--- src/hw/rtl/fsfe_pkg.sv ---
// Shared types, command codes and fixed-point helpers for the shape-function evaluator.
// No dependencies; used by fsfe_div and fem_shape_function_eval_core.
package fsfe_pkg;

    // Command codes on s_cmd
    typedef enum logic [2:0] {
        CMD_WR_NODE  = 3'd0,
        CMD_WR_LINE  = 3'd1,
        CMD_WR_MASK  = 3'd2,
        CMD_WR_COUNT = 3'd3,
        CMD_EVAL     = 3'd4
    } cmd_t;

    // Divider operand widths: dividend 2|n|+|d| < 2^52, divisor 2|d| < 2^36
    localparam int DIV_NW = 52;
    localparam int DIV_DW = 36;

    // Factor lanes per node (mask is 8 bits wide)
    localparam int LANES = 8;
    localparam logic signed [31:0] Q_ONE = 32'sd65536;

    typedef struct packed {
        logic              start;
        logic              neg;
        logic [DIV_NW-1:0] num;
        logic [DIV_DW-1:0] den;
    } div_req_t;

    typedef struct packed {
        logic               done;
        logic signed [31:0] result;
    } div_rsp_t;

    // Apply sign to a magnitude and saturate to signed 32 bits
    function automatic logic signed [31:0] sat_q(input logic neg, input logic [63:0] q);
        logic signed [31:0] r;
        if (neg) begin
            if (q > 64'h8000_0000) r = 32'sh8000_0000;
            else r = 32'(64'd0 - q);
        end else begin
            if (q > 64'h7fff_ffff) r = 32'sh7fff_ffff;
            else r = q[31:0];
        end
        return r;
    endfunction

    // Q16.16 product rescale: round half away from zero, saturate
    function automatic logic signed [31:0] q_round(input logic signed [63:0] p);
        logic [63:0] mag;
        logic [63:0] q;
        mag = p[63] ? 64'(-p) : 64'(p);
        q   = (mag + 64'd32768) >> 16;
        return sat_q(p[63], q);
    endfunction

    // Saturate an accumulated derivative sum
    function automatic logic signed [31:0] sat_sum(input logic signed [34:0] s);
        logic signed [31:0] r;
        if (s > 35'sd2147483647) r = 32'sh7fff_ffff;
        else if (s < -35'sd2147483648) r = 32'sh8000_0000;
        else r = s[31:0];
        return r;
    endfunction

endpackage

--- src/hw/rtl/fsfe_div.sv ---
// Bit-serial restoring divider, one quotient bit per cycle, saturating signed result.
// Depends on fsfe_pkg.
module fsfe_div (
    input  logic               aclk,
    input  logic               aresetn,
    input  fsfe_pkg::div_req_t req,
    output fsfe_pkg::div_rsp_t rsp
);

    localparam int NW = fsfe_pkg::DIV_NW;
    localparam int DW = fsfe_pkg::DIV_DW;
    localparam int CW = $clog2(NW);

    logic          busy_reg;
    logic          done_reg;
    logic [CW-1:0] cnt_reg;
    logic [DW-1:0] rem_reg;
    logic [NW-1:0] quo_reg;
    logic [DW-1:0] den_reg;
    logic          neg_reg;

    logic [DW:0] rem_sh;
    logic        ge;
    logic [DW:0] rem_new;

    // one restoring step
    assign rem_sh  = {rem_reg, quo_reg[NW-1]};
    assign ge      = rem_sh >= {1'b0, den_reg};
    assign rem_new = ge ? (rem_sh - {1'b0, den_reg}) : rem_sh;

    // control
    always_ff @(posedge aclk) begin
        if (!aresetn) begin
            busy_reg <= 1'b0;
            done_reg <= 1'b0;
            cnt_reg  <= '0;
        end else begin
            done_reg <= 1'b0;
            if (req.start) begin
                busy_reg <= 1'b1;
                cnt_reg  <= CW'(NW - 1);
            end else if (busy_reg) begin
                if (cnt_reg == '0) begin
                    busy_reg <= 1'b0;
                    done_reg <= 1'b1;
                end else begin
                    cnt_reg <= cnt_reg - 1'b1;
                end
            end
        end
    end

    // datapath
    always_ff @(posedge aclk) begin
        if (req.start) begin
            rem_reg <= '0;
            quo_reg <= req.num;
            den_reg <= req.den;
            neg_reg <= req.neg;
        end else if (busy_reg) begin
            rem_reg <= rem_new[DW-1:0];
            quo_reg <= {quo_reg[NW-2:0], ge};
        end
    end

    assign rsp.done   = done_reg;
    assign rsp.result = fsfe_pkg::sat_q(neg_reg, 64'(quo_reg));

endmodule

--- config.mk ---
export PLATFORM = sky130hd
export DESIGN_NAME = fsfe_div
export DESIGN_NICKNAME = d
export VERILOG_FILES = /design/src/hw/rtl/fsfe_pkg.sv /design/src/hw/rtl/fsfe_div.sv
export SDC_FILE = /design/constraint.sdc
export NUM_CORES = 1
export LEC_CHECK = 0
export BUFFER_PORTS_ARGS = -buffer_cell sky130_fd_sc_hd__buf_2
export CORE_ASPECT_RATIO = 1.1
export CORE_UTILIZATION = 41
export CTS_BUF_LIST = sky130_fd_sc_hd__clkbuf_8 sky130_fd_sc_hd__clkbuf_16
export DETAILED_ROUTE_END_ITERATION = 7
export PLACE_DENSITY = 0.66
export SKIP_CTS_REPAIR_TIMING = 1
export SLEW_MARGIN = 5
export SYNTH_ARGS = -nofsm -noshare
export SYNTH_HDL_FRONTEND = slang
export SYNTH_SLANG_ARGS = --single-unit
--- constraint.sdc ---
create_clock -name aclk -period 2.81 [get_ports aclk]
set_input_delay 0 -clock aclk [delete_from_list [all_inputs] [get_ports aclk]]
set_output_delay 0 -clock aclk [all_outputs]
set_load 0.01 [all_outputs]
==> Word level (Yosys, flattened, before mapping) <==
Index checks and enable logic that the tools add are counted.
{ "totals": {"reg_bits": 133, "inputBits": 92, "out_inout_bits": 33, "wordCells": 37} }
{ "classes": {"add_sub_neg": 3, "magnitude_cmp": 3, "eq_ne": 1, "mux": 13, "n_bitwise": 3, "reduce_logical": 6} }
{ "op_table": {"columns": ["operator", "n"], "rows": [
  ["52-bit two-way mux", 2],
  ["32-bit two-way mux", 3],
  ["52-bit by 31-bit > comparator with 1-bit output (second input constant)", 1],
  ["52-bit by 32-bit > comparator with 1-bit output (second input constant)", 1],
  ["37-bit by 36-bit greater-or-equal comparator with 1-bit output", 1],
  ["36-bit two-way mux", 1],
  ["36-bit subtractor", 1],
  ["1-bit by 32-bit subtractor with 32-bit output (first input constant)", 1],
  ["6-bit two-way mux", 3],
  ["6-bit logical NOT", 1],
  ["6-bit by 1-bit subtractor with 6-bit output (second input constant)", 1],
  ["1-bit two-way mux", 4],
  ["2-bit AND reduction", 2],
  ["1-bit NOT", 3],
  ["3-bit OR reduction", 1],
  ["2-bit inequality test (second input constant)", 1],
  ["2-bit nonzero test", 1],
  ["2-bit OR reduction", 1]
]} }

==> Depth between registers and ports, before layout <==
Gate-level depths: netlist of the first run.
{ "depth": {"word_depth": 4, "depth_mapped": 13} }

==> Least setup slack after synthesis of the first run <==
No wires, ideal clock.
{ "synth_path": {"path_type": "reg2out", "start": "register quo_reg[1]", "end": "output rsp[11] (netlist name)", "arrival_time_ns": 2.878, "required_time_ns": 2.810, "path_slack_ns": -0.068, "stages_incl_launch_ff": 11, "n_path_buf": 1, "path_cell_list": "edfxtp_1 inv_1 ha_1 or3b_2 nor3_4 nand4_2 or4b_4 nor3_2 o21ai_2 buf_2 o311ai_1"} }
{ "synth_lines": {"columns": ["element", "line", "text"], "rows": [
  ["from (decl)", "fsfe_div.sv:18", "logic [NW-1:0] quo_reg;"],
  ["from (signal assigned)", "fsfe_div.sv:57", "quo_reg <= req.num;"],
  ["from (signal assigned)", "fsfe_div.sv:62", "quo_reg <= {quo_reg[NW-2:0], ge};"],
  ["to (decl)", "fsfe_div.sv:7", "output fsfe_pkg::div_rsp_t rsp"]
]} }

==> impl_metrics.py, run 1 <==
metrics = {
    "routing": {
        "viasPerCell": 5.409,
        "wirelength_um": 24790,
        "vias": 8367,
        "first_pass_iters": 5,
        "ant_nets": 0,
        "drc_errors": 0,
        "wl_per_cell_um": 16.02,
        "first_iter_violations": 432,
    },
    "die": {
        "start_util_pct": 42.05,
        "pin_count": 125,
        "fp.dieW_um": 141.0,
        "core-area_mm2": 0.02071,
        "die_h_um": 154.9,
        "dieArea_mm2": 0.02183,
        "rows": 55,
    },
    "finish": {
        "area_delta_synth_final_pct": 46.29,
        "finalInstanceArea_mm2": 0.01274,
        "multi_input_area_mm2": 0.005303,
        "drive_above_1_share_pct": 37.24,
        "ff_latch_area_mm2": 0.003555,
        "fill_cells": 1682,
        "finalNonFillerCells": 1547,
        "num_antenna_cells": 0,
        "utilization_pct": 61.52,
        "nets": 1381,
        "largest_reg_flops": 52,
    },
    "logic_synthesis": {
        "synth_cell_type_count": 82,
        "syn_nets": 1037,
        "yosys_most_used_dff": "edfxtp_1",
        "avgSynthCellArea_um2": 9.625,
        "synth_most_common_cell": "edfxtp_1",
        "synth_top_area_share_pct": 30.68,
        "synthTopCellsByCount": "edfxtp_1, nand2_1, nor2_1",
        "yosys-top-cells-area": "edfxtp_1, dfxtp_1, mux2_2, ha_1, nand2_1",
        "ys_ff_latch": 133,
        "ys_warn_count": 0,
        "synthArstFlopShare_pct": 0,
        "synth_edf_count": 89,
        "synth-seq-area-share_pct": 40.79,
        "synth_top_area_cell": "edfxtp_1",
        "netlist_instances": 905,
        "netlist_area_mm2": 0.008711,
    },
    "placement": {
        "dpl.cell_count": 1411,
        "port_buffers": 124,
        "gp_congestion": 0.8971,
        "dp_hpwl_um": 16260,
        "pre_cts_ws_ps": -307.1,
        "place_area_mm2": 0.01060,
    },
    "clock_network": {
        "cts_buffers": 17,
        "clkTransAtPathRegs_ps": 60,
        "cts_num_sinks": 133,
        "root_buffer": "clkbuf_16",
        "cts_tree": "yes",
        "clock_latency_ps": 420,
        "h-tree-depth": 4,
        "clockBufferDepth": 2,
    },
    "timing": {
        "rsz0062_at_grt": "true",
        "clock_skew_ps": 9.245,
        "finalMaxSlewViolations": 0,
        "fin_tns_setup_ps": -12720,
        "finalSetupViolations": 30,
        "hold_slack_ps": 277.6,
        "fin_ws_ps": -532.3,
        "relSlewSlack_pct": 27.52,
        "max_freq_mhz": 299.2,
        "worst_pin_slew_ps": 1086,
        "fin_crit_sh_pct": 118.9,
        "fin_crit_ps": 3342,
        "hold_viol_final": 0,
    },
    "critical_path": {
        "critPathCaptureType": "output pin",
        "r2r-start": "den_reg[0]",
        "required_ps": 2810,
        "worst-r2r-cell-count": 11,
        "cp_slowest_stage_delay_ps": 570,
        "timing.rr.end": "rem_reg[28]",
        "slowest_stage": "or4b_4",
        "worstPathCellList": "inv_2, ha_4, or3b_4, nor3_4, nand4_2, or4b_4, o31a_4, and2b_2, o21ai_1, o311ai_1, buf_2",
        "crit_family": "simple AND/OR/NAND/NOR gates",
        "critPathKind": "reg -> out",
        "critPathArrivalTime_ps": 3340,
        "r2r_slack_ps": 20,
        "worstSetupStartpoint": "quo_reg[0]",
        "crit_path_max_fanout": 7,
        "path_buf_inv": 2,
        "start_kind": "flop",
    },
    "worst_hold_path": {
        "hp-class": "in -> reg",
        "whs_path_depth": 2,
        "worstHoldStart": "req[33]",
        "hold_end": "den_reg[33]",
    },
    "global_routing": {
        "grt_max_degree": 112,
        "grt_pass1_wl_um": 35890,
        "grt_use_total_pct": 20.59,
        "grt_pass1_vias": 7389,
        "gr-total-overflow": 0,
        "antenna_found_initial": 0,
    },
    "power": {
        "power_mw": 6.381,
        "power_density_mw_per_mm2": 500.7,
        "p_leak_nw": 5.457,
        "vdd_drop_max_v": 0.0004260,
    },
    "status": {
        "status": "complete, but fails checks",
        "violations": "setup timing",
    },
    "flow_run": {
        "maxCapViolations": 0,
    },
}
## kinds of logic after synthesis
kind of cell / share of synthesized area, %
AOI/OAI and AO/OA: 18.77
xor gates and xnor gates: 3.318
adders and majority gates: 5.832
buffers and inverters: 5.257
DFF: 40.79
muxes: 9.107
and+or+nand+nor: 16.92
## worst max-delay path by stage
stage	endpoint	slack, ps	cells past startpoint
after global routing	rsp[6]	-620	11
after global placement	rem_reg[34]	-240	13
after floorplan	rem_reg[28]	30	11
final	rsp[6]	-530	11
after CTS	rsp[3]	-640	11
after detailed placement	rem_reg[34]	-310	13
## metal layers
layer / share of wire [%] / wire [um] / vias up / GRT usage [%]
met2: 50 / 12380 / 260 / 35.54
met4: 2.5 / 622 / 0 / 7.453
met5: 0 / 0 / - / 0
met3: 4.5 / 1109 / 49 / 4.032
li1: - / - / 4096 / -
met1: 43 / 10670 / 3962 / 25.51
## power by group
part	total (mW)	switching [mW]	internal (mW)
clock	1.95	0.848	1.10
combinational	1.99	0.978	1.01
sequential	2.44	0.142	2.30
## worst reg2reg max path: cells and delay by family, from the launching register on
kind	cells	cell delay [ps]
flops	1	380
compound gates	4	860
buf+inv	1	190
simple gates	4	740
fa+ha+maj	2	540
## placed cells by master, fill, tap and decap left out, types with 9 or more instances in the layout
master           n
and3_1           9
buf_4          147
ha_1            28
nor3_1          20
nor2_1          70
nand3_1         17
dfxtp_1         43
edfxtp_1        89
inv_1           60
buf_2          122
dlygate4sd3_1   92
xnor2_1         22
mux2_2          50
o21ai_1         19
o21ai_0         28
o311ai_1        15
nand2_1         72
mux2i_1         22
clkbuf_16       18
a21oi_1         25
xor2_1          11
a211oi_1        25
a21o_1          17
ha_4             9
a31oi_1         11
## final cells by class
cell class	instances	share of cell area, %
Timing Repair Buffer	372	21.99
Clock inverter	15	0.6284
Tap cell	285	2.798
Clock buffer	17	3.338
Inverter	59	1.738
Multi-Input combinational cell	666	41.61
Sequential cell	133	27.89
No activity file was read; power rests on OpenSTA's default activity.
==> run 2, diff against run 1 <==
- PLACE_DENSITY: 0.66 -> not set
- PLACE_DENSITY_LB_ADDON: not set -> 0.15
- REMOVE_ABC_BUFFERS: not set -> 1
==> impl_metrics.py, run 2 (same netlist as run 1, synthesis figures left out) <==
metrics = {
    "status": {
        "status": "complete, but fails checks",
        "violations": "setup timing",
    },
    "worst_hold_path": {
        "hp-class": "in -> reg",
    },
    "critical_path": {
        "crit_path_max_fanout": 7,
        "slowest_stage": "or4_4",
        "start_kind": "flop",
        "critPathCaptureType": "output pin",
        "critPathKind": "reg -> out",
        "worstPathCellList": "or4_4, nor3_4, nand4_2, or4b_4, nor3_4, o21ai_4, buf_12, buf_6, o311ai_4, buf_2",
        "r2r_slack_ps": -120,
        "crit_family": "simple AND/OR/NAND/NOR gates",
        "path_buf_inv": 3,
        "cpMostUsedCell": "nor3_4",
        "critPathArrivalTime_ps": 3400,
        "required_ps": 2810,
        "cp_slowest_stage_delay_ps": 580,
    },
    "placement": {
        "port_buffers": 124,
        "gp_congestion": 0.8527,
        "pre_cts_ws_ps": -312.3,
        "dp_hpwl_um": 17280,
        "place_area_mm2": 0.01073,
    },
    "timing": {
        "fin_tns_setup_ps": -14910,
        "rsz0062_at_grt": "true",
        "fin_ws_ps": -590.6,
        "fin_crit_ps": 3401,
        "finalMaxSlewViolations": 0,
        "hold_viol_final": 0,
        "finalSetupViolations": 35,
        "clock_skew_ps": 12.36,
        "max_freq_mhz": 294.1,
        "relSlewSlack_pct": 37.06,
        "worst_pin_slew_ps": 944.0,
        "fin_crit_sh_pct": 121.0,
    },
    "finish": {
        "layout_commonest_cell": "buf_4",
        "area_delta_synth_final_pct": 52.17,
        "final_cell_mix": "buf_4, buf_2, dlygate4sd3_1, edfxtp_1",
        "utilization_pct": 63.99,
        "fill_cells": 1744,
        "num_antenna_cells": 0,
        "ff_latch_area_mm2": 0.003555,
        "drive_above_1_share_pct": 40.26,
        "nets": 1403,
        "multi_input_area_mm2": 0.005451,
        "finalInstanceArea_mm2": 0.01326,
        "largest_reg_flops": 52,
    },
    "routing": {
        "vias": 8334,
        "wl_per_cell_um": 16.34,
        "ant_nets": 0,
        "wirelength_um": 25630,
        "viasPerCell": 5.312,
        "first_iter_violations": 342,
        "first_pass_iters": 5,
        "drc_errors": 0,
    },
    "clock_network": {
        "cts_num_sinks": 133,
        "clkTransAtPathRegs_ps": 70,
        "cts_tree": "yes",
        "clock_latency_ps": 430,
        "h-tree-depth": 4,
        "cts_buffers": 17,
        "root_buffer": "clkbuf_16",
        "clockBufferDepth": 2,
    },
    "global_routing": {
        "grt_max_degree": 72,
        "grt_pass1_vias": 7889,
        "grt_use_total_pct": 21.95,
        "grt_pass1_wl_um": 38140,
        "antenna_found_initial": 0,
        "gr-total-overflow": 0,
    },
    "die": {
        "fp.dieW_um": 141.0,
        "rows": 55,
        "die_h_um": 154.9,
        "dieArea_mm2": 0.02183,
        "pin_count": 125,
        "start_util_pct": 42.05,
        "core-area_mm2": 0.02071,
    },
    "power": {
        "power_mw": 6.838,
        "p_leak_nw": 5.652,
        "power_density_mw_per_mm2": 515.9,
        "vdd_drop_max_v": 0.0003667,
    },
    "flow_run": {
        "maxCapViolations": 0,
    },
}
==> run 2: worst paths after layout <==
path / from / to / depth (start not counted)
setup / recovery: quo_reg[21] / rsp[9] / 10
hold / removal: req[89] / cnt_reg[3] / 4
setup reg to reg: den_reg[11] / rem_reg[28] / 10
hold reg to reg: rem_reg[29] / rem_reg[29] / 2
==> run 2: area by class of cell <==
class	count	share of cell area (%)
Clock buffer	17	3.209
Clock inverter	15	1.199
Inverter	59	1.671
Multi-Input combinational cell	664	41.13
Sequential cell	133	26.82
Tap cell	285	2.690
Timing Repair Buffer	396	23.29
==> run 2: worst register-to-register path, cell delays in order (launching register included) <==
cell	delay (ps)
edfxtp_1	330
inv_1	40
ha_1	300
buf_6	120
nand2_2	60
or4_4	550
nor4_4	300
a311oi_2	150
o311a_4	180
or4_1	570
a311oi_2	240
==> run 2: power by group <==
group / switching, mW / leakage, nW / internal (mW) / total, mW
registers: 0.140 / 1.25 / 2.30 / 2.44
clock network: 1.00 / 0.280 / 1.26 / 2.26
logic: 1.04 / 4.12 / 1.10 / 2.14
total: 2.18 / 5.65 / 4.66 / 6.84
==> run 2: per-layer routing <==
metal	part of all wire (%)	wire, um	track usage, %
met4	1.2	318	6.159
met3	4.1	1048	5.633
met5	0	0	0
met2	52	13260	38.78
met1	43	11010	26.28
==> run 2: through the flow <==
stage          cells  hold WS (ps)
2_1_floorplan    856         72.14
3_3_place_gp    1430         177.8
3_5_place_dp    1430         178.1
4_1_cts         1462        -280.1
5_1_grt         1569         246.3
6_report        1569         182.3
