--- src/hw/rtl/fsfe_ram.sv ---
// Generic single-write, single-read RAM with registered read data.
// No dependencies.
module fsfe_ram #(
    parameter int WIDTH = 8,
    parameter int DEPTH = 16
) (
    input  logic                                   clk,
    input  logic                                   we,
    input  logic [((DEPTH > 1) ? $clog2(DEPTH) : 1)-1:0] waddr,
    input  logic [WIDTH-1:0]                       wdata,
    input  logic [((DEPTH > 1) ? $clog2(DEPTH) : 1)-1:0] raddr,
    output logic [WIDTH-1:0]                       rdata
);

    logic [WIDTH-1:0] mem_reg [DEPTH];

    always_ff @(posedge clk) begin
        if (we) begin
            mem_reg[waddr] <= wdata;
        end
        rdata <= mem_reg[raddr];
    end

endmodule

--- config.mk ---
export PLATFORM = sky130hd
export DESIGN_NAME = fsfe_ram
export DESIGN_NICKNAME = d
export VERILOG_FILES = /design/src/hw/rtl/fsfe_ram.sv
export SDC_FILE = /design/constraint.sdc
export NUM_CORES = 1
export LEC_CHECK = 0
export BUFFER_PORTS_ARGS = -buffer_cell sky130_fd_sc_hd__buf_2
export CAP_MARGIN = 10
export CORE_ASPECT_RATIO = 1.25
export CORE_MARGIN = 4
export CORE_UTILIZATION = 31
export DETAILED_ROUTE_END_ITERATION = 16
export PLACE_DENSITY = 0.43
export SYNTH_ARGS = -nofsm -noshare
export SYNTH_HDL_FRONTEND = slang
export SYNTH_SLANG_ARGS = --single-unit
--- constraint.sdc ---
create_clock -name clk -period 2.8 [get_ports clk]
set_clock_uncertainty 0.1 [all_clocks]
set_input_delay 0.84 -clock clk [delete_from_list [all_inputs] [get_ports clk]]
set_output_delay 0.84 -clock clk [all_outputs]
set_load 0.01 [all_outputs]
; Word-level counts from Yosys, hierarchy flattened
; Memory sizes are Yosys's and may differ from the RTL's. A register that Yosys moved wholly into a read port is not among the register bits.
; Cells that the tools add are included.
[word_totals]
latch_bits = 0
mem_bits_rw = 128
mem_count = 1
regBits = 0
mem_bits_ro = 0
[memory_table]
columns = name, words, width, read_ports, rd_clocked_by_memory_dff, wr, line_no
row1 = mem_reg, 16, 8, 1, 1, 1, 15  ; logic [WIDTH-1:0] mem_reg [DEPTH];
[classes]
mul = 0
n_div = 0
shift = 0
bitwise = 0
n_addsub = 0
reduce_logical = 0
mux = 2
order_cmp = 0
eq_ne = 0
[ops]
columns = op, n
row1 = two-way mux 1 bit, 2

; Depth between registers and ports, before layout
; Gate-level depths: netlist (run 1).
[depth]
ltp_word = 2
ltp_mapped = 5

; Least setup slack after synthesis (run 1)
; No wires, ideal clock.
[synth_path]
kind = input -> register
startpoint = input waddr[2] (netlist bit)
endpoint = memory mem_reg[0][0] (enable)
n_path_buf = 0
required_time_ps = 2317
cell_stages = 2
arrival_time_ps = 1950
setup_time_ps = 383
path_slack_ps = 367
path_cell_list = or3b_2 > nor3_1
[synth_rtl]
columns = element, line_no
row1 = start: declaration, 9  ; input logic [((DEPTH > 1) ? $clog2(DEPTH) : 1)-1:0] waddr,
row2 = end: declaration, 15
; Straight into the memory's write port.

==> results of run 1 <==
==> routing by layer <==
| metal | vias to the layer above | wire length [um] | track usage (%) | share of wire (%) |
|---|---|---|---|---|
| met4 | 0 | 90 | 4.59 | 0.82 |
| met2 | 64 | 5620 | 19.8 | 51 |
| li1 | 1092 | - | - | - |
| met1 | 1261 | 4700 | 16.2 | 43 |
| met3 | 6 | 531 | 3.46 | 4.9 |
| met5 | - | 0 | 0 | 0 |
==> cell usage after synthesis <==
| library cell | n |
|---|---|
| a22oi_1 | 16 |
| and2_1 | 1 |
| and2b_1 | 1 |
| buf_2 | 3 |
| buf_4 | 1 |
| buf_6 | 3 |
| clkdlybuf4s25_2 | 3 |
| dfxtp_1 | 8 |
| edfxtp_1 | 128 |
| mux4_1 | 14 |
| mux4_2 | 18 |
| nand2_1 | 9 |
| nand2b_1 | 2 |
| nand3_1 | 1 |
| nand3b_1 | 2 |
| nor2_1 | 13 |
| nor2b_1 | 1 |
| nor3_1 | 4 |
| or3b_2 | 1 |
==> cell type report <==
| type | count | area, um2 | area share [%] |
|---|---|---|---|
| clock buffer | 17 | 425 | 6.80 |
| sequential | 136 | 4000 | 64.0 |
| clock inverter | 14 | 159 | 2.54 |
| multi-input combinational | 83 | 1060 | 16.9 |
| tap | 216 | 270 | 4.32 |
| timing repair buffer | 50 | 338 | 5.40 |
==> cell families after synthesis <==
logic type	Yosys count	synth area share [%]
mux	32	15.0
flops	136	77.8
compound gates	16	2.33
buf+inv	10	1.68
simple gates	35	3.18
==> metrics by stage <==
step	utilization [%]	area [um2]	hold slack [ns]
floorplan	-	5150	0.529
global placement	34.9	5670	0.559
detailed placement	34.9	5670	0.561
CTS	38.4	6250	0.575
global route	38.4	6250	0.596
finish	38.4	6250	0.571
==> critical path: stages <==
cell	delay, ns
buf_2	0.10
buf_12	0.25
buf_4	0.21
mux4_2	0.51
a22oi_1	0.23
nand2_1	0.07
==> cell usage in the layout, fill, tap and decap left out <==
cell type and n:
mux4_1 14, nor2b_1 1, buf_2 25, nor3_1 4, edfxtp_1 128, buf_12 2
clkinv_2 6, and2b_1 1, a22oi_1 16, nand2_1 9, and2_1 1, or3b_2 1
clkbuf_16 17, nand3_1 1, dfxtp_1 8, mux4_2 18, nand2b_1 2, bufinv_16 3
clkinvlp_4 4, nor2_1 13, buf_4 23, clkinv_4 1, nand3b_1 2
==> how the worst min path moves through the flow <==
stage                        start       end  cells past startpoint
CTS                 mem_reg[15][7]  rdata[7]                      3
global route        mem_reg[14][6]  rdata[6]                      3
global placement    mem_reg[15][7]  rdata[7]                      3
detailed placement  mem_reg[15][7]  rdata[7]                      3
finish              mem_reg[15][7]  rdata[7]                      3
floorplan            mem_reg[7][0]  rdata[0]                      3
==> report_power, final <==
part,internal [W],total [W],switching [W]
Sequential,0.00228,0.00229,0.0000139
Combinational,0.0000952,0.000225,0.000129
Clock,0.00138,0.00218,0.000798
==> results.md, run 1 <==
- 1st-iter DRT viols: 168
- Relative slew slack: 73.9%
- TritonCTS Buffers: 17
- Worst slew pin tran: 0.392 ns
- Site Rows: 52
- Clk root buf: clkbuf_16
- Worst setup path end: rdata[2]
- Crit path from: raddr[0]
- Synth area leader: edfxtp_1
- Peak Freq: 491 MHz
- Max FFs per register: 128
- Leakage: 2.12 nW
- Pin count of the biggest net entering global routing: 30
- Routed WL per cell: 21.2 um
- Initial Util: 31.6%
- Synth Net Count: 247
- CTS Hold Bufs: 0
- Reg2Reg Launch Point: mem_reg[3][7]
- Fin crit period: 2.04 ns
- Setup Buffers After CTS: 0
- Syn_area_per_cell: 22.5 um2
- Fin cells: 516
- First-pass DRT Iterations: 4
- Placed Cells: 485
- Place WS: 0.318 ns
- Worst R2R Setup Slack: 1.30 ns
- Seq/Total Area, Yosys: 77.8%
- Top-area cell type share of the netlist area: 74.7%
- Post-Synthesis Cell Area: 5150 um2
- Die width: 123 um
- CTS Buffer Depth: 2
- Initial antenna violation count: 0
- CTS clock-pin slew for the worst setup and hold paths: 0.06 ns
- Max-cap violation count: 0
- Max IR drop VDD: 358 uV
- Register-to-Register Path Depth: 3
- Fillers: 1,519
- CTS tree: built
- Endpoint class of the critical path: flip-flop
- Die area: 18,700 um2
- Power Total: 0.00470 W
- Yosys reg bits: 136
- Clk sinks: 136
- Critical Path RT: 2.99 ns
- Port Buffers: 25
- Worst skew pair latency: 0.41 ns
- Period utilisation layout: 72.7%
- Hold Path Class: flip-flop to flip-flop
- IO Pins: 26
- Total Routing Usage GR: 12.4%
- Post-route setup slack: 0.765 ns
- First-pass GRT wire length: 16.4 mm
- Die Y: 152 um
- Vias per cell: 4.70
- Unique cell type count in the Yosys netlist: 19
- DRC violations left: 0
- Setup TNS: 0 ns
- Layout cell share with drive strength beyond 1: 33.3%
- Vias: 2,423
- Mapped Cells: 229
- Reg2reg end: rdata[7]
- Peak fanout along the critical path: 29
- Detail Route Antenna Nets: 0
- Status: finished clean
- Crit path DAT: 2.22 ns
- Detailed Place HPWL: 7.38 mm
- Final nets: 306
- Startpoint Class: input pin
- Post-Route WL: 10.9 mm
- Kind of critical path: input pin to flip-flop
- Core area: 16,300 um2
- Vias in the first global route: 2,653
- Final-report hold violation count: 0
- GP Congestion: 0.703
- RSZ-0062 raised after global routing: no
- Final setup fails: 0
- Synth top area cells: edfxtp_1, mux4_2, mux4_1, dfxtp_1, a22oi_1
- N_diodes: 0
- Synth warnings: 0
- Slew Limit Fails: 0
- Pwr dens: 751 nW/um2
- PostCTS Resize Cnt: 0
- Syn-to-layout area delta: 21.5%
- GRT overflow: 0
- H-tree Lvls: 4
Note: power is estimated with default switching activity, not from simulation.
==> run 2, diff against run 1 <==
--- a/config.mk
+++ b/config.mk
@@ -11,7 +11,7 @@
 export CORE_MARGIN = 4
 export CORE_UTILIZATION = 31
 export DETAILED_ROUTE_END_ITERATION = 16
-export PLACE_DENSITY = 0.43
+export PLACE_DENSITY = 0.45
 export SYNTH_ARGS = -nofsm -noshare
 export SYNTH_HDL_FRONTEND = slang
 export SYNTH_SLANG_ARGS = --single-unit
==> constraint.sdc (replaced) <==
create_clock -name clk -period 1.7 [get_ports clk]
set_clock_uncertainty 0.1 [all_clocks]
set_input_delay 0.51 -clock clk [delete_from_list [all_inputs] [get_ports clk]]
set_output_delay 0.51 -clock clk [all_outputs]
set_load 0.01 [all_outputs]
==> run 2 against run 1 <==
  * Setup slack got worse by 0.71 ns
  * Via count rose by 3.3%
  * Die area did not move
  * Wire length fell by 3.6%
  * Non-clock buffer count rose by 15
  * Cell area rose by 2.6%
  * Register-to-register slack got worse by 1.1 ns
  * Clock-buffer cell count rose by 6
  * Combinational power rose by 77%
  * Critical path type unchanged
  * Largest cell class unchanged
  * Highest routed layer unchanged
==> results.md, run 2 (synthesis results as in run 1) <==
- Status: finished clean
- Reg2Reg Launch Point: mem_reg[2][2]
- Initial Util: 31.6%
- Core area: 16,300 um2
- Kind of critical path: input pin to flip-flop
- Vias: 2,504
- Pwr dens: 1200 nW/um2
- Hold depth: 1
- Leakage: 2.21 nW
- First-pass GRT wire length: 16.2 mm
- Post-layout instance area: 6420 um2
- CTS tree: built
- Most frequent cells in the layout: edfxtp_1, buf_4, buf_2
- Critical Path RT: 1.89 ns
- Storage cell area: 4000 um2
- M1 wire length: 4.41 mm
- CP cell instances: buf_2, buf_12, mux4_1, a22oi_1, nand2_1
- Pin count of the biggest net entering global routing: 17
- Relative slew slack: 48.7%
- Most common cell after layout, fill and taps aside: edfxtp_1
- Port Buffers: 25
- Max-cap violation count: 0
- Highest-delay cell along the critical path: mux4_1
- CTS Hold Bufs: 0
- Fillers: 1,515
- Initial antenna violation count: 0
- Routed WL per cell: 19.8 um
- Final setup fails: 0
- CP bufs+invs: 2
- Period utilisation layout: 96.6%
- CTS Buffer Depth: 2
- Wire length on met3: 397 um
- TritonCTS Buffers: 17
- Vias in the first global route: 2,703
- CP max stage delay: 0.57 ns
- Max IR drop VDD: 599 uV
- Detail Route Antenna Nets: 0
- Post-Route WL: 10.5 mm
- Register-to-Register Path Depth: 3
- Max FFs per register: 128
- Hold Path Class: input pin to flip-flop
- Final nets: 321
- Reg2reg end: rdata[2]
- GP Congestion: 0.711
- Worst skew pair latency: 0.40 ns
- Hold endpoint: mem_reg[4][3]
- Site Rows: 52
- Die width: 123 um
- Crit path DAT: 1.83 ns
- PostCTS Resize Cnt: 0
- First-pass DRT Iterations: 4
- Delay-heaviest family, CP: multiplexers
- Die area: 18,700 um2
- Fin crit period: 1.64 ns
- Peak Freq: 609 MHz
- Min-delay src: wdata[3]
- IO Pins: 26
- Clk root buf: clkbuf_16
- Slew Limit Fails: 0
- Vias per cell: 4.71
- Setup Buffers After CTS: 0
- RSZ-0062 raised after global routing: no
- Worst R2R Setup Slack: 0.20 ns
- Startpoint Class: input pin
- Syn-to-layout area delta: 24.7%
- Post-DP Area: 5840 um2
- Die Y: 152 um
- Area of the multi-input gates: 1090 um2
- Final-report hold violation count: 0
- Fin util: 39.5%
- Detailed Place HPWL: 7.37 mm
- Max Used Layer: met4
- Layout cell share with drive strength beyond 1: 37.0%
- DRC violations left: 0
- Worst slew pin tran: 0.768 ns
- Peak fanout along the critical path: 16
- Total Routing Usage GR: 12.1%
- H-tree Lvls: 4
- Routed met2 length: 5.60 mm
- Clk sinks: 136
- GRT overflow: 0
- CTS clock-pin slew for the worst setup and hold paths: 0.06 ns
- N_diodes: 0
- 1st-iter DRT viols: 130
- Endpoint class of the critical path: flip-flop
-- run 2: cell types whose count changed in the layout (fill, tap and decap cells not counted), moves of 2 or more --
cell / previous run / this run
nor2_2: 0 / 3
clkbuf_1: 0 / 6
nor2_1: 13 / 10
clkinvlp_4: 4 / 1
buf_12: 2 / 4
nor3_2: 0 / 3
clkinv_2: 6 / 4
buf_4: 23 / 36
nor3_1: 4 / 0
-- run 2: worst max-delay path by stage --
stage | cells past startpoint | from | end
after floorplan | 5 | raddr[0] | rdata[1]
after global placement | 6 | raddr[0] | rdata[4]
after detailed placement | 6 | raddr[0] | rdata[4]
after CTS | 6 | raddr[0] | rdata[4]
after global routing | 6 | raddr[0] | rdata[4]
final | 5 | raddr[0] | rdata[2]
-- run 2: per-layer routing --
layer	global-route usage, %	vias to the layer above
li1	-	1124
met1	15.1	1318
met2	20.2	52
met3	2.98	10
met4	4.75	0
met5	0	-
-- run 2: area by class of cell --
cell class	count	share of cell area, %
clock inverters	9	1.97
well taps	216	4.21
flip-flops and latches	136	62.4
multi-input cells	83	17.0
clock buffers	23	6.98
repair buffers	65	7.41
-- run 2: per-stage QoR --
stage | hold WS (ns) | instances | total power, W | setup slack (ns) | setup TNS [ns]
6_report | 0.397 | 532 | 0.00772 | 0.0573 | 0
5_1_grt | 0.400 | 532 | 0.00801 | 0.0230 | 0
4_1_cts | 0.378 | 532 | 0.00782 | 0.0843 | 0
3_5_place_dp | 0.558 | 500 | 0.00426 | -0.345 | -8.49
3_3_place_gp | 0.559 | 500 | 0.00425 | -0.337 | -7.40
2_1_floorplan | 0.509 | 229 | 0.00404 | -0.0465 | -0.437
-- run 2: where the power goes --
part / internal, W / leakage [nW] / switching [W] / total, W
Sequential: 0.00375 / 1.22 / 0.0000217 / 0.00377
Combinational: 0.000181 / 0.704 / 0.000218 / 0.000399
Clock: 0.00230 / 0.279 / 0.00126 / 0.00355
Total: 0.00623 / 2.21 / 0.00150 / 0.00772
==> run 3, diff against run 2 <==
--- a/config.mk
+++ b/config.mk
@@ -7,11 +7,13 @@
 export LEC_CHECK = 0
 export BUFFER_PORTS_ARGS = -buffer_cell sky130_fd_sc_hd__buf_2
 export CAP_MARGIN = 10
+export CELL_PAD_IN_SITES_DETAIL_PLACEMENT = 1
+export CELL_PAD_IN_SITES_GLOBAL_PLACEMENT = 1
 export CORE_ASPECT_RATIO = 1.25
 export CORE_MARGIN = 4
 export CORE_UTILIZATION = 31
 export DETAILED_ROUTE_END_ITERATION = 16
-export PLACE_DENSITY = 0.45
+export PLACE_DENSITY = 0.49
 export SYNTH_ARGS = -nofsm -noshare
 export SYNTH_HDL_FRONTEND = slang
 export SYNTH_SLANG_ARGS = --single-unit
==> run 3 against run 2 <==
  * Largest cell class unchanged
  * Power is 2.8% higher
  * Die area stayed put
  * Clock-buffer cell count is 5 lower
  * Sequential share of layout area is 0.13 points lower
  * Critical path depth stayed put
  * Wire length is 10% higher
  * Setup slack better by 0.010 ns
  * First-iteration DRC count is 34% higher
  * Combinational power hardly changed
==> results.md, run 3 (synthesis results as in run 1) <==
- Status: finished clean
- Layout cell share with drive strength beyond 1: 36.9%
- Final nets: 314
- GP Congestion: 0.721
- TritonCTS Buffers: 17
- CP cell instances: buf_2, buf_12, mux4_1, a22oi_2, nand2_1
- CP bufs+invs: 2
- RSZ-0062 raised after global routing: no
- Delay-heaviest family, CP: multiplexers
- Die area: 18,700 um2
- CTS clock-pin slew for the worst setup and hold paths: 0.06 ns
- CP max stage delay: 0.59 ns
- Die Y: 152 um
- Post-Route WL: 11.6 mm
- Routed WL per cell: 22.1 um
- Final setup fails: 0
- Max IR drop VDD: 710 uV
- Die width: 123 um
- Most common cell after layout, fill and taps aside: edfxtp_1
- Vias per cell: 4.71
- Hold Path Class: input pin to flip-flop
- Most frequent cells in the layout: edfxtp_1, buf_4, buf_2
- Min-delay src: wdata[7]
- Max FFs per register: 128
- Register-to-Register Path Depth: 3
- Initial antenna violation count: 0
- CTS Hold Bufs: 0
- Clk sinks: 136
- GRT overflow: 0
- Relative slew slack: 41.2%
- Post-layout instance area: 6430 um2
- DRC violations left: 0
- Critical Path RT: 1.89 ns
- Fin crit period: 1.63 ns
- Peak Freq: 613 MHz
- CP Depth: 5
- Final-report hold violation count: 0
- Crit path from: raddr[0]
- H-tree Lvls: 4
- Site Rows: 52
- Pin count of the biggest net entering global routing: 17
- Syn-to-layout area delta: 24.9%
- Post-DP Area: 5820 um2
- Total Routing Usage GR: 13.4%
- Fin cells: 525
- Worst slew pin tran: 0.879 ns
- Initial Util: 31.6%
- Peak fanout along the critical path: 16
- Place WS: -0.432 ns
- 1st-iter DRT viols: 174
- Core area: 16,300 um2
- Detailed Place HPWL: 7.68 mm
- Port Buffers: 25
- Vias: 2,472
- Detail Route Antenna Nets: 0
- Leakage: 2.18 nW
- Vias in the first global route: 2,846
- Reg2Reg Launch Point: mem_reg[4][0]
- Kind of critical path: input pin to flip-flop
- Setup Buffers After CTS: 0
- Worst skew pair latency: 0.41 ns
- CTS tree: built
- Startpoint Class: input pin
- Max-cap violation count: 0
- First-pass GRT wire length: 17.8 mm
- Highest-delay cell along the critical path: mux4_1
- IO Pins: 26
- Crit path DAT: 1.82 ns
- Period utilisation layout: 96.0%
- Endpoint class of the critical path: flip-flop
- Slew Limit Fails: 0
- First-pass DRT Iterations: 4
- Pwr dens: 1230 nW/um2
- N_diodes: 0
- Hold depth: 1
- Placed Cells: 493
- CTS Buffer Depth: 2
- Post-route setup slack: 0.0674 ns
- Clk root buf: clkbuf_16
==> run 3: changes by cell type in the layout (fill, tap and decap cells not counted), sizes merged <==
cell | previous run | this run
clkinv | 5 | 6
buf | 65 | 58
clkbuf | 23 | 18
clkinvlp | 1 | 4
bufinv | 3 | 4
==> run 3: final cells by class <==
type                    count  area, um2
fillers                  1589       9830
flip-flops and latches    136       4000
multi-input cells          83       1100
repair buffers             58        448
clock buffers              18        429
well taps                 216        270
clock inverters            14        181
==> run 3: repair_timing <==
| item | in CTS | in global routing |
|---|---|---|
| gates resized for setup | 0 | 1 |
| setup endpoints to repair | 0 | 1 |
| hold endpoints to repair | 0 | 0 |
==> run 3: where the power goes <==
group          internal [W]  total (W)  switching [W]  leakage, nW
Clock               0.00243    0.00377        0.00134        0.287
Combinational      0.000173   0.000398       0.000225        0.674
Sequential          0.00375    0.00377      0.0000209         1.22
Total               0.00636    0.00794        0.00158         2.18
==> run 3: worst register-to-register path, delay by kind of cell, from the launching register on <==
family | cells | cell delay (ns)
multiplexers | 1 | 0.56
AND/OR/NAND/NOR | 1 | 0.09
flip-flops | 1 | 0.37
AO/OA/AOI/OAI | 1 | 0.25
==> run 3: per-layer routing <==
layer  wire length [um]  global-route usage, %
met5                  0                      0
met1               5030                   17.6
met2               6030                   21.7
met3                351                   3.16
met4                198                   4.64
==> run 3: worst paths after layout <==
check	endpoint	slack (ns)
hold / removal	mem_reg[6][7]	0.39
setup / recovery	rdata[1]	0.07
hold reg to reg	rdata[4]	0.58
setup reg to reg	rdata[0]	0.21
==> run 3: through the flow <==
step,setup TNS (ns),power [W],utilization (%),hold WS [ns]
after floorplan,-0.437,0.00404,-,0.509
after global placement,-10.39,0.00424,35.8,0.560
after detailed placement,-10.97,0.00425,35.8,0.569
after CTS,0,0.00803,39.5,0.374
after global routing,0,0.00823,39.5,0.382
final,0,0.00794,39.5,0.389
